`src/rtl/xxtea_block_cipher_macros.svh`:
```
// ----------------------------------------------------------------------------
// XXTEA block cipher assertion macros
// Concurrent assertion wrappers shared by the cipher modules; define
// ASSERT_OFF to compile them out.
// ----------------------------------------------------------------------------
`ifndef XXTEA_BLOCK_CIPHER_MACROS_SVH
`define XXTEA_BLOCK_CIPHER_MACROS_SVH
`ifndef ASSERT_OFF
// antecedent implies consequent in the same cycle
`define XXT_ASSERT_IMP(label, clk, rst_n, ante, cons, msg) \
    label: assert property (@(posedge clk) disable iff (!rst_n) (ante) |-> (cons)) \
        else $error(msg);
// antecedent implies consequent in the next cycle
`define XXT_ASSERT_NXT(label, clk, rst_n, ante, cons, msg) \
    label: assert property (@(posedge clk) disable iff (!rst_n) (ante) |=> (cons)) \
        else $error(msg);
`else
`define XXT_ASSERT_IMP(label, clk, rst_n, ante, cons, msg)
`define XXT_ASSERT_NXT(label, clk, rst_n, ante, cons, msg)
`endif
`endif

```
`src/rtl/xxt_pkg.sv`:
```
// ----------------------------------------------------------------------------
// XXTEA package
// Sizes, cipher constants, register codes and the block transaction type.
// ----------------------------------------------------------------------------
`timescale 1ns / 1ps

package xxt_pkg;

    localparam int MAX_WORDS  = 8;
    localparam int MIN_WORDS  = 2;
    localparam int IDX_W      = $clog2(MAX_WORDS);
    localparam int CNT_W      = $clog2(MAX_WORDS + 1);
    localparam int WORD_W     = 32;
    localparam int KEY_W      = 128;
    localparam int BW_W       = 4;
    localparam int CFG_IDX_W  = 2;
    localparam int CFG_DATA_W = 64;
    localparam int ROUNDS     = 6;
    localparam int ROUND_W    = $clog2(ROUNDS);

    localparam logic [WORD_W-1:0] XX_DELTA   = 32'h9e37_79b9;
    localparam logic [WORD_W-1:0] XX_SUM_DEC = WORD_W'(64'(XX_DELTA) * 64'(ROUNDS));

    typedef enum logic [CFG_IDX_W-1:0] {
        CFG_KEY_LOW,
        CFG_KEY_HIGH,
        CFG_DECRYPT,
        CFG_BLOCK_WORDS
    } t_cfg_idx;

    // one complete block, with key and mode sampled when it completed
    typedef struct packed {
        logic [MAX_WORDS-1:0][WORD_W-1:0] words;
        logic [CNT_W-1:0]                 n;
        logic [KEY_W-1:0]                 key;
        logic                             decrypt;
    } t_block;

    typedef struct packed {
        logic   push;
        t_block blk;
    } t_push;

endpackage

```
`src/rtl/xxt_loader.sv`:
```
// ----------------------------------------------------------------------------
// XXTEA block loader
// Collects input words into the word store and hands each completed block,
// with the key and mode in force, to the block queue.
// ----------------------------------------------------------------------------
`timescale 1ns / 1ps

module xxt_loader import xxt_pkg::*; (
    input  logic              i_clk,
    input  logic              i_rst_n,
    input  logic              i_start,
    input  logic [WORD_W-1:0] i_data_word,
    input  logic [BW_W-1:0]   i_block_words,
    input  logic [KEY_W-1:0]  i_key,
    input  logic              i_decrypt,
    input  logic              i_q_full,
    output logic              o_busy,
    output t_push             o_push
);

    logic [WORD_W-1:0] r_store [MAX_WORDS];
    logic [IDX_W-1:0]  r_load_cnt;

    logic [CNT_W-1:0]  bw;
    logic [CNT_W-1:0]  n_eff;
    logic [CNT_W-1:0]  cnt_inc;
    logic              complete;
    logic              accept;

    always_comb begin
        bw = CNT_W'(i_block_words);
        // saturate the block size into the legal range
        if (bw < CNT_W'(MIN_WORDS)) begin
            n_eff = CNT_W'(MIN_WORDS);
        end else if (bw > CNT_W'(MAX_WORDS)) begin
            n_eff = CNT_W'(MAX_WORDS);
        end else begin
            n_eff = bw;
        end
        cnt_inc  = CNT_W'(r_load_cnt) + CNT_W'(1);
        complete = (cnt_inc >= n_eff);
        // stall only a word that would close a block with nowhere to go
        o_busy   = i_q_full && complete;
        accept   = i_start && !o_busy;
    end

    always_comb begin
        for (int i = 0; i < MAX_WORDS; i++) begin
            o_push.blk.words[i] = r_store[i];
        end
        o_push.blk.words[r_load_cnt] = i_data_word;
        o_push.blk.n       = n_eff;
        o_push.blk.key     = i_key;
        o_push.blk.decrypt = i_decrypt;
        o_push.push        = accept && complete;
    end

    always_ff @(posedge i_clk) begin
        if (!i_rst_n) begin
            r_load_cnt <= '0;
        end else if (accept) begin
            r_load_cnt <= complete ? '0 : IDX_W'(cnt_inc);
        end
    end

    always_ff @(posedge i_clk) begin
        if (accept) begin
            r_store[r_load_cnt] <= i_data_word;
        end
    end

endmodule

```
`src/rtl/xxt_queue.sv`:
```
// ----------------------------------------------------------------------------
// XXTEA block queue
// Two-entry queue of completed blocks between the loader and the round engine.
// ----------------------------------------------------------------------------
`timescale 1ns / 1ps
`include "xxtea_block_cipher_macros.svh"

module xxt_queue import xxt_pkg::*; (
    input  logic   i_clk,
    input  logic   i_rst_n,
    input  t_push  i_push,
    input  logic   i_pop,
    output logic   o_valid,
    output logic   o_full,
    output t_block o_head
);

    // depth must stay a power of two for the pointer wrap
    localparam int Q_DEPTH = 2;
    localparam int Q_PTR_W = $clog2(Q_DEPTH);
    localparam int Q_CNT_W = Q_PTR_W + 1;

    t_block             r_mem [Q_DEPTH];
    logic [Q_PTR_W-1:0] r_wr;
    logic [Q_PTR_W-1:0] r_rd;
    logic [Q_CNT_W-1:0] r_count;

    assign o_valid = (r_count != '0);
    assign o_full  = (r_count == Q_CNT_W'(Q_DEPTH));
    assign o_head  = r_mem[r_rd];

    always_ff @(posedge i_clk) begin
        if (!i_rst_n) begin
            r_wr    <= '0;
            r_rd    <= '0;
            r_count <= '0;
        end else begin
            if (i_push.push) begin
                r_wr <= r_wr + Q_PTR_W'(1);
            end
            if (i_pop) begin
                r_rd <= r_rd + Q_PTR_W'(1);
            end
            if (i_push.push && !i_pop) begin
                r_count <= r_count + Q_CNT_W'(1);
            end else if (i_pop && !i_push.push) begin
                r_count <= r_count - Q_CNT_W'(1);
            end
        end
    end

    always_ff @(posedge i_clk) begin
        if (i_push.push) begin
            r_mem[r_wr] <= i_push.blk;
        end
    end

    `XXT_ASSERT_IMP(a_no_push_full, i_clk, i_rst_n, i_push.push, !o_full, "push into full queue")
    `XXT_ASSERT_IMP(a_no_pop_empty, i_clk, i_rst_n, i_pop, o_valid, "pop from empty queue")
    `XXT_ASSERT_NXT(a_head_holds, i_clk, i_rst_n, o_valid && !i_pop, $stable(o_head), "head moved")

endmodule

```
`src/rtl/xxt_engine.sv`:
```
// ----------------------------------------------------------------------------
// XXTEA round engine
// Reads a queued block into a rotating word window, runs six XXTEA rounds at
// one mixing step per clock and streams the words out in block order.
// ----------------------------------------------------------------------------
`timescale 1ns / 1ps
`include "xxtea_block_cipher_macros.svh"

module xxt_engine import xxt_pkg::*; (
    input  logic              i_clk,
    input  logic              i_rst_n,
    input  logic              i_q_valid,
    input  t_block            i_q_head,
    output logic              o_pop,
    output logic              o_valid,
    output logic [WORD_W-1:0] o_result_word,
    output logic              o_last_word
);

    typedef enum logic [1:0] {
        S_IDLE,
        S_LOAD,
        S_MIX,
        S_EMIT
    } t_state;

    localparam logic [CNT_W-1:0] MAX_CNT = CNT_W'(MAX_WORDS);

    t_state             r_state;
    logic [WORD_W-1:0]  r_work [MAX_WORDS];
    logic [WORD_W-1:0]  r_zy;
    logic [WORD_W-1:0]  r_sum;
    logic [IDX_W-1:0]   r_p;
    logic [IDX_W-1:0]   r_k;
    logic [ROUND_W-1:0] r_round;
    logic [CNT_W-1:0]   r_n;
    logic [KEY_W-1:0]   r_key;
    logic               r_decrypt;
    logic               r_valid;
    logic [WORD_W-1:0]  r_result;
    logic               r_last;

    logic [IDX_W-1:0]   base;
    logic [IDX_W-1:0]   n_last;
    logic [1:0]         key_idx;
    logic [WORD_W-1:0]  key_word;
    logic [WORD_W-1:0]  y_sel;
    logic [WORD_W-1:0]  z_sel;
    logic [WORD_W-1:0]  mix_val;
    logic [WORD_W-1:0]  step_word;
    logic [WORD_W-1:0]  load_word;
    logic [WORD_W-1:0]  rot_in;
    logic [WORD_W-1:0]  emit_word;
    logic               load_last;
    logic               round_end;
    logic [WORD_W-1:0]  n_rot [MAX_WORDS];
    logic [WORD_W-1:0]  n_shd [MAX_WORDS];

    function automatic logic [WORD_W-1:0] f_mix(
        input logic [WORD_W-1:0] y,
        input logic [WORD_W-1:0] z,
        input logic [WORD_W-1:0] sum,
        input logic [WORD_W-1:0] k
    );
        logic [WORD_W-1:0] a;
        logic [WORD_W-1:0] b;
        a = ((z >> 5) ^ (y << 2)) + ((y >> 3) ^ (z << 4));
        b = (sum ^ y) + (k ^ z);
        return a ^ b;
    endfunction

    // The block sits in the top n entries of the window. Encryption keeps it
    // reversed (word 0 on top), decryption in order (last word on top); both
    // then update the top entry and rotate it to the bottom of the window.
    always_comb begin
        base      = IDX_W'(MAX_CNT - r_n);
        n_last    = IDX_W'(r_n - CNT_W'(1));
        key_idx   = r_p[1:0] ^ r_sum[3:2];
        key_word  = r_key[key_idx * WORD_W +: WORD_W];
        y_sel     = r_decrypt ? r_zy : r_work[MAX_WORDS-2];
        z_sel     = r_decrypt ? r_work[MAX_WORDS-2] : r_zy;
        mix_val   = f_mix(y_sel, z_sel, r_sum, key_word);
        step_word = r_decrypt ? (r_work[MAX_WORDS-1] - mix_val)
                              : (r_work[MAX_WORDS-1] + mix_val);
        load_word = i_q_head.words[r_k];
        load_last = r_decrypt ? (r_k == '0) : (r_k == n_last);
        round_end = r_decrypt ? (r_p == '0) : (r_p == n_last);
        rot_in    = (r_state == S_LOAD) ? load_word : step_word;
        emit_word = r_decrypt ? r_work[base] : r_work[MAX_WORDS-1];
        o_pop     = (r_state == S_LOAD) && load_last;

        n_rot[0] = (base == '0) ? rot_in : r_work[0];
        for (int i = 1; i < MAX_WORDS; i++) begin
            if (IDX_W'(i) == base) begin
                n_rot[i] = rot_in;
            end else if (IDX_W'(i) > base) begin
                n_rot[i] = r_work[i-1];
            end else begin
                n_rot[i] = r_work[i];
            end
        end

        for (int i = 0; i < MAX_WORDS - 1; i++) begin
            n_shd[i] = r_work[i+1];
        end
        n_shd[MAX_WORDS-1] = r_work[MAX_WORDS-1];
    end

    always_ff @(posedge i_clk) begin
        if (!i_rst_n) begin
            r_state <= S_IDLE;
            r_valid <= 1'b0;
        end else begin
            r_valid <= (r_state == S_EMIT);
            unique case (r_state)
                S_IDLE: begin
                    if (i_q_valid) begin
                        r_n       <= i_q_head.n;
                        r_key     <= i_q_head.key;
                        r_decrypt <= i_q_head.decrypt;
                        r_k       <= i_q_head.decrypt ? IDX_W'(i_q_head.n - CNT_W'(1)) : '0;
                        r_state   <= S_LOAD;
                    end
                end
                S_LOAD: begin
                    r_work <= n_rot;
                    // the last word read in seeds the running neighbor
                    r_zy   <= load_word;
                    if (load_last) begin
                        r_sum   <= r_decrypt ? XX_SUM_DEC : XX_DELTA;
                        r_p     <= r_decrypt ? n_last : '0;
                        r_round <= '0;
                        r_state <= S_MIX;
                    end else begin
                        r_k <= r_decrypt ? (r_k - IDX_W'(1)) : (r_k + IDX_W'(1));
                    end
                end
                S_MIX: begin
                    r_work <= n_rot;
                    r_zy   <= step_word;
                    if (round_end) begin
                        r_p     <= r_decrypt ? n_last : '0;
                        r_sum   <= r_decrypt ? (r_sum - XX_DELTA) : (r_sum + XX_DELTA);
                        r_round <= r_round + ROUND_W'(1);
                        if (r_round == ROUND_W'(ROUNDS - 1)) begin
                            r_k     <= '0;
                            r_state <= S_EMIT;
                        end
                    end else begin
                        r_p <= r_decrypt ? (r_p - IDX_W'(1)) : (r_p + IDX_W'(1));
                    end
                end
                S_EMIT: begin
                    r_result <= emit_word;
                    r_last   <= (r_k == n_last);
                    if (r_decrypt) begin
                        r_work <= n_shd;
                    end else begin
                        r_work <= n_rot;
                    end
                    r_k      <= r_k + IDX_W'(1);
                    if (r_k == n_last) begin
                        r_state <= S_IDLE;
                    end
                end
                default: begin
                    r_state <= S_IDLE;
                end
            endcase
        end
    end

    assign o_valid       = r_valid;
    assign o_result_word = r_result;
    assign o_last_word   = r_last;

    `XXT_ASSERT_NXT(a_last_ends_burst, i_clk, i_rst_n, o_valid && o_last_word, !o_valid, "result after last word")
    `XXT_ASSERT_NXT(a_burst_gapless, i_clk, i_rst_n, o_valid && !o_last_word, o_valid, "gap inside result burst")
    `XXT_ASSERT_IMP(a_pop_has_block, i_clk, i_rst_n, o_pop, i_q_valid, "pop without queued block")

endmodule

```
`src/rtl/xxtea_block_cipher.sv`:
```
// ----------------------------------------------------------------------------
// XXTEA block cipher
// Encrypts or decrypts blocks of 2 to 8 32-bit words with six XXTEA rounds.
// Words enter one per transaction (start high while busy is low), first word
// first; a word is refused only when it would complete a block while two
// finished blocks already wait in the queue. Each block is read into the
// round engine word by word, mixed at one mixing step per clock through the
// single round adder path and streamed out in consecutive cycles on o_valid,
// o_last_word marking the final word. Results cannot be held off: the
// receiver must take every strobed word. Key and mode are sampled when the
// last word of a block is taken; the user must see that registers are
// written only while the block is idle, which the block does not enforce.
// ----------------------------------------------------------------------------
`timescale 1ns / 1ps

module xxtea_block_cipher import xxt_pkg::*; (
    input  logic                  i_clk,
    input  logic                  i_rst_n,
    input  logic                  start,
    output logic                  busy,
    input  logic [WORD_W-1:0]     i_data_word,
    output logic                  o_valid,
    output logic [WORD_W-1:0]     o_result_word,
    output logic                  o_last_word,
    input  logic                  i_cfg_we,
    input  logic [CFG_IDX_W-1:0]  i_cfg_idx,
    input  logic [CFG_DATA_W-1:0] i_cfg_data
);

    logic [CFG_DATA_W-1:0] r_key_low;
    logic [CFG_DATA_W-1:0] r_key_high;
    logic                  r_decrypt;
    logic [BW_W-1:0]       r_block_words;

    logic   q_full;
    logic   q_valid;
    logic   q_pop;
    t_push  push;
    t_block q_head;

    always_ff @(posedge i_clk) begin
        if (!i_rst_n) begin
            r_key_low     <= '0;
            r_key_high    <= '0;
            r_decrypt     <= 1'b0;
            r_block_words <= BW_W'(4);
        end else if (i_cfg_we) begin
            unique case (t_cfg_idx'(i_cfg_idx))
                CFG_KEY_LOW:     r_key_low     <= i_cfg_data;
                CFG_KEY_HIGH:    r_key_high    <= i_cfg_data;
                CFG_DECRYPT:     r_decrypt     <= i_cfg_data[0];
                CFG_BLOCK_WORDS: r_block_words <= i_cfg_data[BW_W-1:0];
                default:         r_decrypt     <= r_decrypt;
            endcase
        end
    end

    xxt_loader u_loader (
        .i_clk         (i_clk),
        .i_rst_n       (i_rst_n),
        .i_start       (start),
        .i_data_word   (i_data_word),
        .i_block_words (r_block_words),
        .i_key         ({r_key_high, r_key_low}),
        .i_decrypt     (r_decrypt),
        .i_q_full      (q_full),
        .o_busy        (busy),
        .o_push        (push)
    );

    xxt_queue u_queue (
        .i_clk   (i_clk),
        .i_rst_n (i_rst_n),
        .i_push  (push),
        .i_pop   (q_pop),
        .o_valid (q_valid),
        .o_full  (q_full),
        .o_head  (q_head)
    );

    xxt_engine u_engine (
        .i_clk         (i_clk),
        .i_rst_n       (i_rst_n),
        .i_q_valid     (q_valid),
        .i_q_head      (q_head),
        .o_pop         (q_pop),
        .o_valid       (o_valid),
        .o_result_word (o_result_word),
        .o_last_word   (o_last_word)
    );

endmodule
```
`config.mk`:
```
export PLATFORM = sky130hd
export DESIGN_NAME = xxtea_block_cipher
export DESIGN_NICKNAME = d
export VERILOG_FILES = /design/src/rtl/xxt_pkg.sv /design/src/rtl/xxt_loader.sv /design/src/rtl/xxt_queue.sv /design/src/rtl/xxt_engine.sv /design/src/rtl/xxtea_block_cipher.sv
export VERILOG_INCLUDE_DIRS = /design/src /design/src/rtl
export SDC_FILE = /design/constraint.sdc
export NUM_CORES = 2
export LEC_CHECK = 0
export BUFFER_PORTS_ARGS = -buffer_cell sky130_fd_sc_hd__buf_2
export CAP_MARGIN = 0
export CORE_MARGIN = 1.5
export CORE_UTILIZATION = 25
export DETAILED_ROUTE_END_ITERATION = 8
export HOLD_SLACK_MARGIN = 0.12
export SYNTH_ARGS = -nofsm -noshare
export SYNTH_HDL_FRONTEND = slang
export SYNTH_SLANG_ARGS = --single-unit
```
`constraint.sdc`:
```
create_clock -name i_clk -period 33.6 [get_ports i_clk]
set_input_delay 6.72 -clock i_clk [delete_from_list [all_inputs] [get_ports i_clk]]
set_output_delay 6.72 -clock i_clk [all_outputs]
set_load 0.005 [all_outputs]
```
==> impl_metrics.env <==
export IMPL_reg2reg_from="u_engine.r_p[0]"
export IMPL_initial_core_util_pct=25.2
export IMPL_synthesis_instances=6299
export IMPL_drc=0
export IMPL_slowest_stage="buf_4"
export IMPL_tightest_slew_ns=1.23
export IMPL_setup_tns_ns=0
export IMPL_max_slew_margin_pct=15.8
export IMPL_grt_pass1_vias=51500
export IMPL_rrSetupSlack_ns=24.35
export IMPL_track_usage_pct=13.7
export IMPL_placementRows=208
export IMPL_synth_enable_flop_cells=1526
export IMPL_ctsResizeCount=0
export IMPL_synth_cell_types=89
export IMPL_ff2ff_path_depth=30
export IMPL_synth_seq_area_share_pct=60.1
export IMPL_synth_seq_cells=1670
export IMPL_finalCritPeriodShare_pct=32.9
export IMPL_io_pins=137
export IMPL_clk_latency_ns=0.87
export IMPL_rsz0062_at_grt="no"
export IMPL_synthArstFlopShare_pct=0
export IMPL_drv_slew=0
export IMPL_htree_levels=4
export IMPL_crit_start="start"
export IMPL_drt_wl_total_um=231000
export IMPL_die_x_um=572
export IMPL_cp_start_kind="input port"
export IMPL_endpoint_kind="flip-flop"
export IMPL_io_buffers=136
export IMPL_synth_top_area_share_pct=56.5
export IMPL_grt_pass1_wl_um=338000
export IMPL_vias=52400
export IMPL_numCtsBuffers=175
export IMPL_cp_required_ns=34.08
export IMPL_hpwl_um=142000
export IMPL_dieArea_mm2=0.328
export IMPL_die_h_um=572
export IMPL_drtIter0Drc=5083
export IMPL_fmax_ghz=0.0903
export IMPL_final_common_cell="edfxtp_1"
export IMPL_synth_area_leaders="edfxtp_1, mux2_2, mux4_2"
export IMPL_synth_area_mm2=0.0810
export IMPL_synthFlopType="edfxtp_1"
export IMPL_synth_top_cell_by_area="edfxtp_1"
export IMPL_syn_area_per_cell_um2=12.9
export IMPL_place_gp_congestion=0.884
export IMPL_antenna_found_initial=42
export IMPL_yosys_warnings=0
export IMPL_crit_type="input port to flip-flop"
export IMPL_rr_endpoint="u_engine.n_shd[31]"
export IMPL_critPathArrivalTime_ns=11.55
export IMPL_postCtsHoldBufs=0
export IMPL_fillers=32500
export IMPL_clk_pin_slew_ns=0.06
export IMPL_min_period_ns=11.07
export IMPL_drv_cap=0
export IMPL_syn_num_nets=6550
export IMPL_cts_root_buffer="clkbuf_16"
export IMPL_crit_fanout=71
export IMPL_critPathMostFrequentCell="buf_4"
export IMPL_tritoncts="done"
export IMPL_cp_cell_sequence="buf_2 > nand2b_1 > nor2_1 > and2_4 > buf_4 > buf_4 > buf_4"
export IMPL_syn2layout_area_growth_pct=14.6
export IMPL_critPathCapture="u_queue.r_mem[1][157]"
export IMPL_grt_overflow_total=0
export IMPL_drive_gt1_share_pct=18.9
export IMPL_hold_class="flip-flop to flip-flop"
export IMPL_clockBufferDepth=3
export IMPL_setup_violations=0
export IMPL_post_cts_buffers=0
export IMPL_fin_worst_skew_ns=0.0947
export IMPL_wl_per_cell_um=21.4
export IMPL_final_cell_mix="edfxtp_1, nand2_1, mux2_2"
export IMPL_viasPerCell=4.87
export IMPL_clock_sinks=1670
export IMPL_first_pass_iters=9
export IMPL_coreArea_mm2=0.322
export IMPL_final_nets=6551
export IMPL_grt_max_degree=173
export IMPL_finalHoldViolations=0
export IMPL_outcome="finished, final reports clean"
export IMPL_cp_slowest_stage_delay_ns=0.89
export IMPL_antenna_left=0
-- area by class of cell --
type	count	area (um2)	share of cell area, %
Timing Repair Buffer	234	1490	1.61
Tap cell	4305	5390	5.80
Clock buffer	226	4700	5.06
Antenna cell	7	17.5	0.0189
Sequential cell	1670	48700	52.5
Multi-Input combinational cell	4132	30700	33.1
Clock inverter	103	1490	1.61
Inverter	87	327	0.352
-- cells in the mapped netlist (18+ instances only) --
library cell / number
edfxtp_1: 1526
mux2_2: 431
ha_1: 144
o21a_1: 33
o211ai_1: 22
a21boi_0: 140
clkbuf_1: 358
a211oi_1: 69
nand2_1: 827
mux2i_1: 144
a21o_1: 69
xor2_1: 89
a21oi_1: 414
nor2b_1: 29
xnor2_1: 198
dfxtp_1: 144
o21ai_0: 345
nor3_1: 38
nor2_1: 345
o22ai_1: 33
and3_1: 43
nand3_1: 142
buf_1: 50
mux4_2: 205
o21bai_1: 18
a31oi_1: 55
inv_1: 85
and2_1: 38
-- worst max-delay path, delay by kind of cell --
family / cells / cell delay (ns)
buf+inv: 4 / 2.84
simple gates: 3 / 1.86
-- worst min path at each step --
stage	startpoint	end	cells past startpoint
after floorplan	r_decrypt	u_queue.r_mem[0][0]	0
after global placement	r_key_low[50]	u_queue.r_mem[0][51]	0
after detailed placement	r_key_low[17]	u_queue.r_mem[0][18]	0
after CTS	r_key_high[17]	u_queue.r_mem[0][82]	0
after global routing	r_key_high[17]	u_queue.r_mem[0][82]	0
final	r_key_high[17]	u_queue.r_mem[0][82]	0
-- through the flow --
step                      cell area [um2]  std cells  hold WS (ns)  utilization [%]  setup WS [ns]
final                               92900      10800         0.389             28.9          22.53
after global routing                92800      10800         0.409             28.9          22.14
after CTS                           92800      10800         0.387             28.9          22.41
after detailed placement            86600      10400         0.437             26.9          21.47
after global placement              86600      10400         0.429             26.9          21.58
after floorplan                     81000       6299         0.425                -          10.67
-- state kept, by name, summed over array words and instances (netlist names), 2 cells and up, named ones only --
name	count
u_engine.r_state	2
u_loader.r_store	256
u_engine.r_zy	32
u_queue.r_mem	776
u_engine.r_k	3
r_key_high	64
u_engine.r_sum	32
u_queue.r_count	2
u_engine.r_round	3
u_engine.o_result_word	32
u_engine.r_work	32
u_loader.r_load_cnt	3
r_block_words	4
r_key_low	64
u_engine.n_shd	224
u_engine.r_n	3
u_engine.r_key	128
u_engine.r_p	3
-- cell families (layout without fill, tap and decap cells) --
| family | Yosys count | after routing | share of synthesized area, % |
|---|---|---|---|
| flip-flops | 1670 | 1670 | 60.1 |
| AND/OR/NAND/NOR | 1562 | 1562 | 8.29 |
| AO/OA/AOI/OAI | 1350 | 1350 | 10.3 |
| multiplexers | 780 | 780 | 13.5 |
| buffers and inverters | 497 | 650 | 2.31 |
| XOR/XNOR | 291 | 291 | 3.22 |
| adder cells (fa/ha/maj) | 149 | 149 | 2.35 |
| other | 0 | 7 | 0 |
-- routing by layer --
layer  track usage (%)  vias to the layer above  wire length, um
met5                 0                        -              161
met2              22.7                     2004           110000
met4              4.91                       26             8100
met1              17.5                    26200            95600
li1                  -                    23700                -
met3              2.86                      479            16900
Power is left out: the tool's default activity adds up to more than one toggle a clock period on the data nets, which glitch-free logic cannot reach.
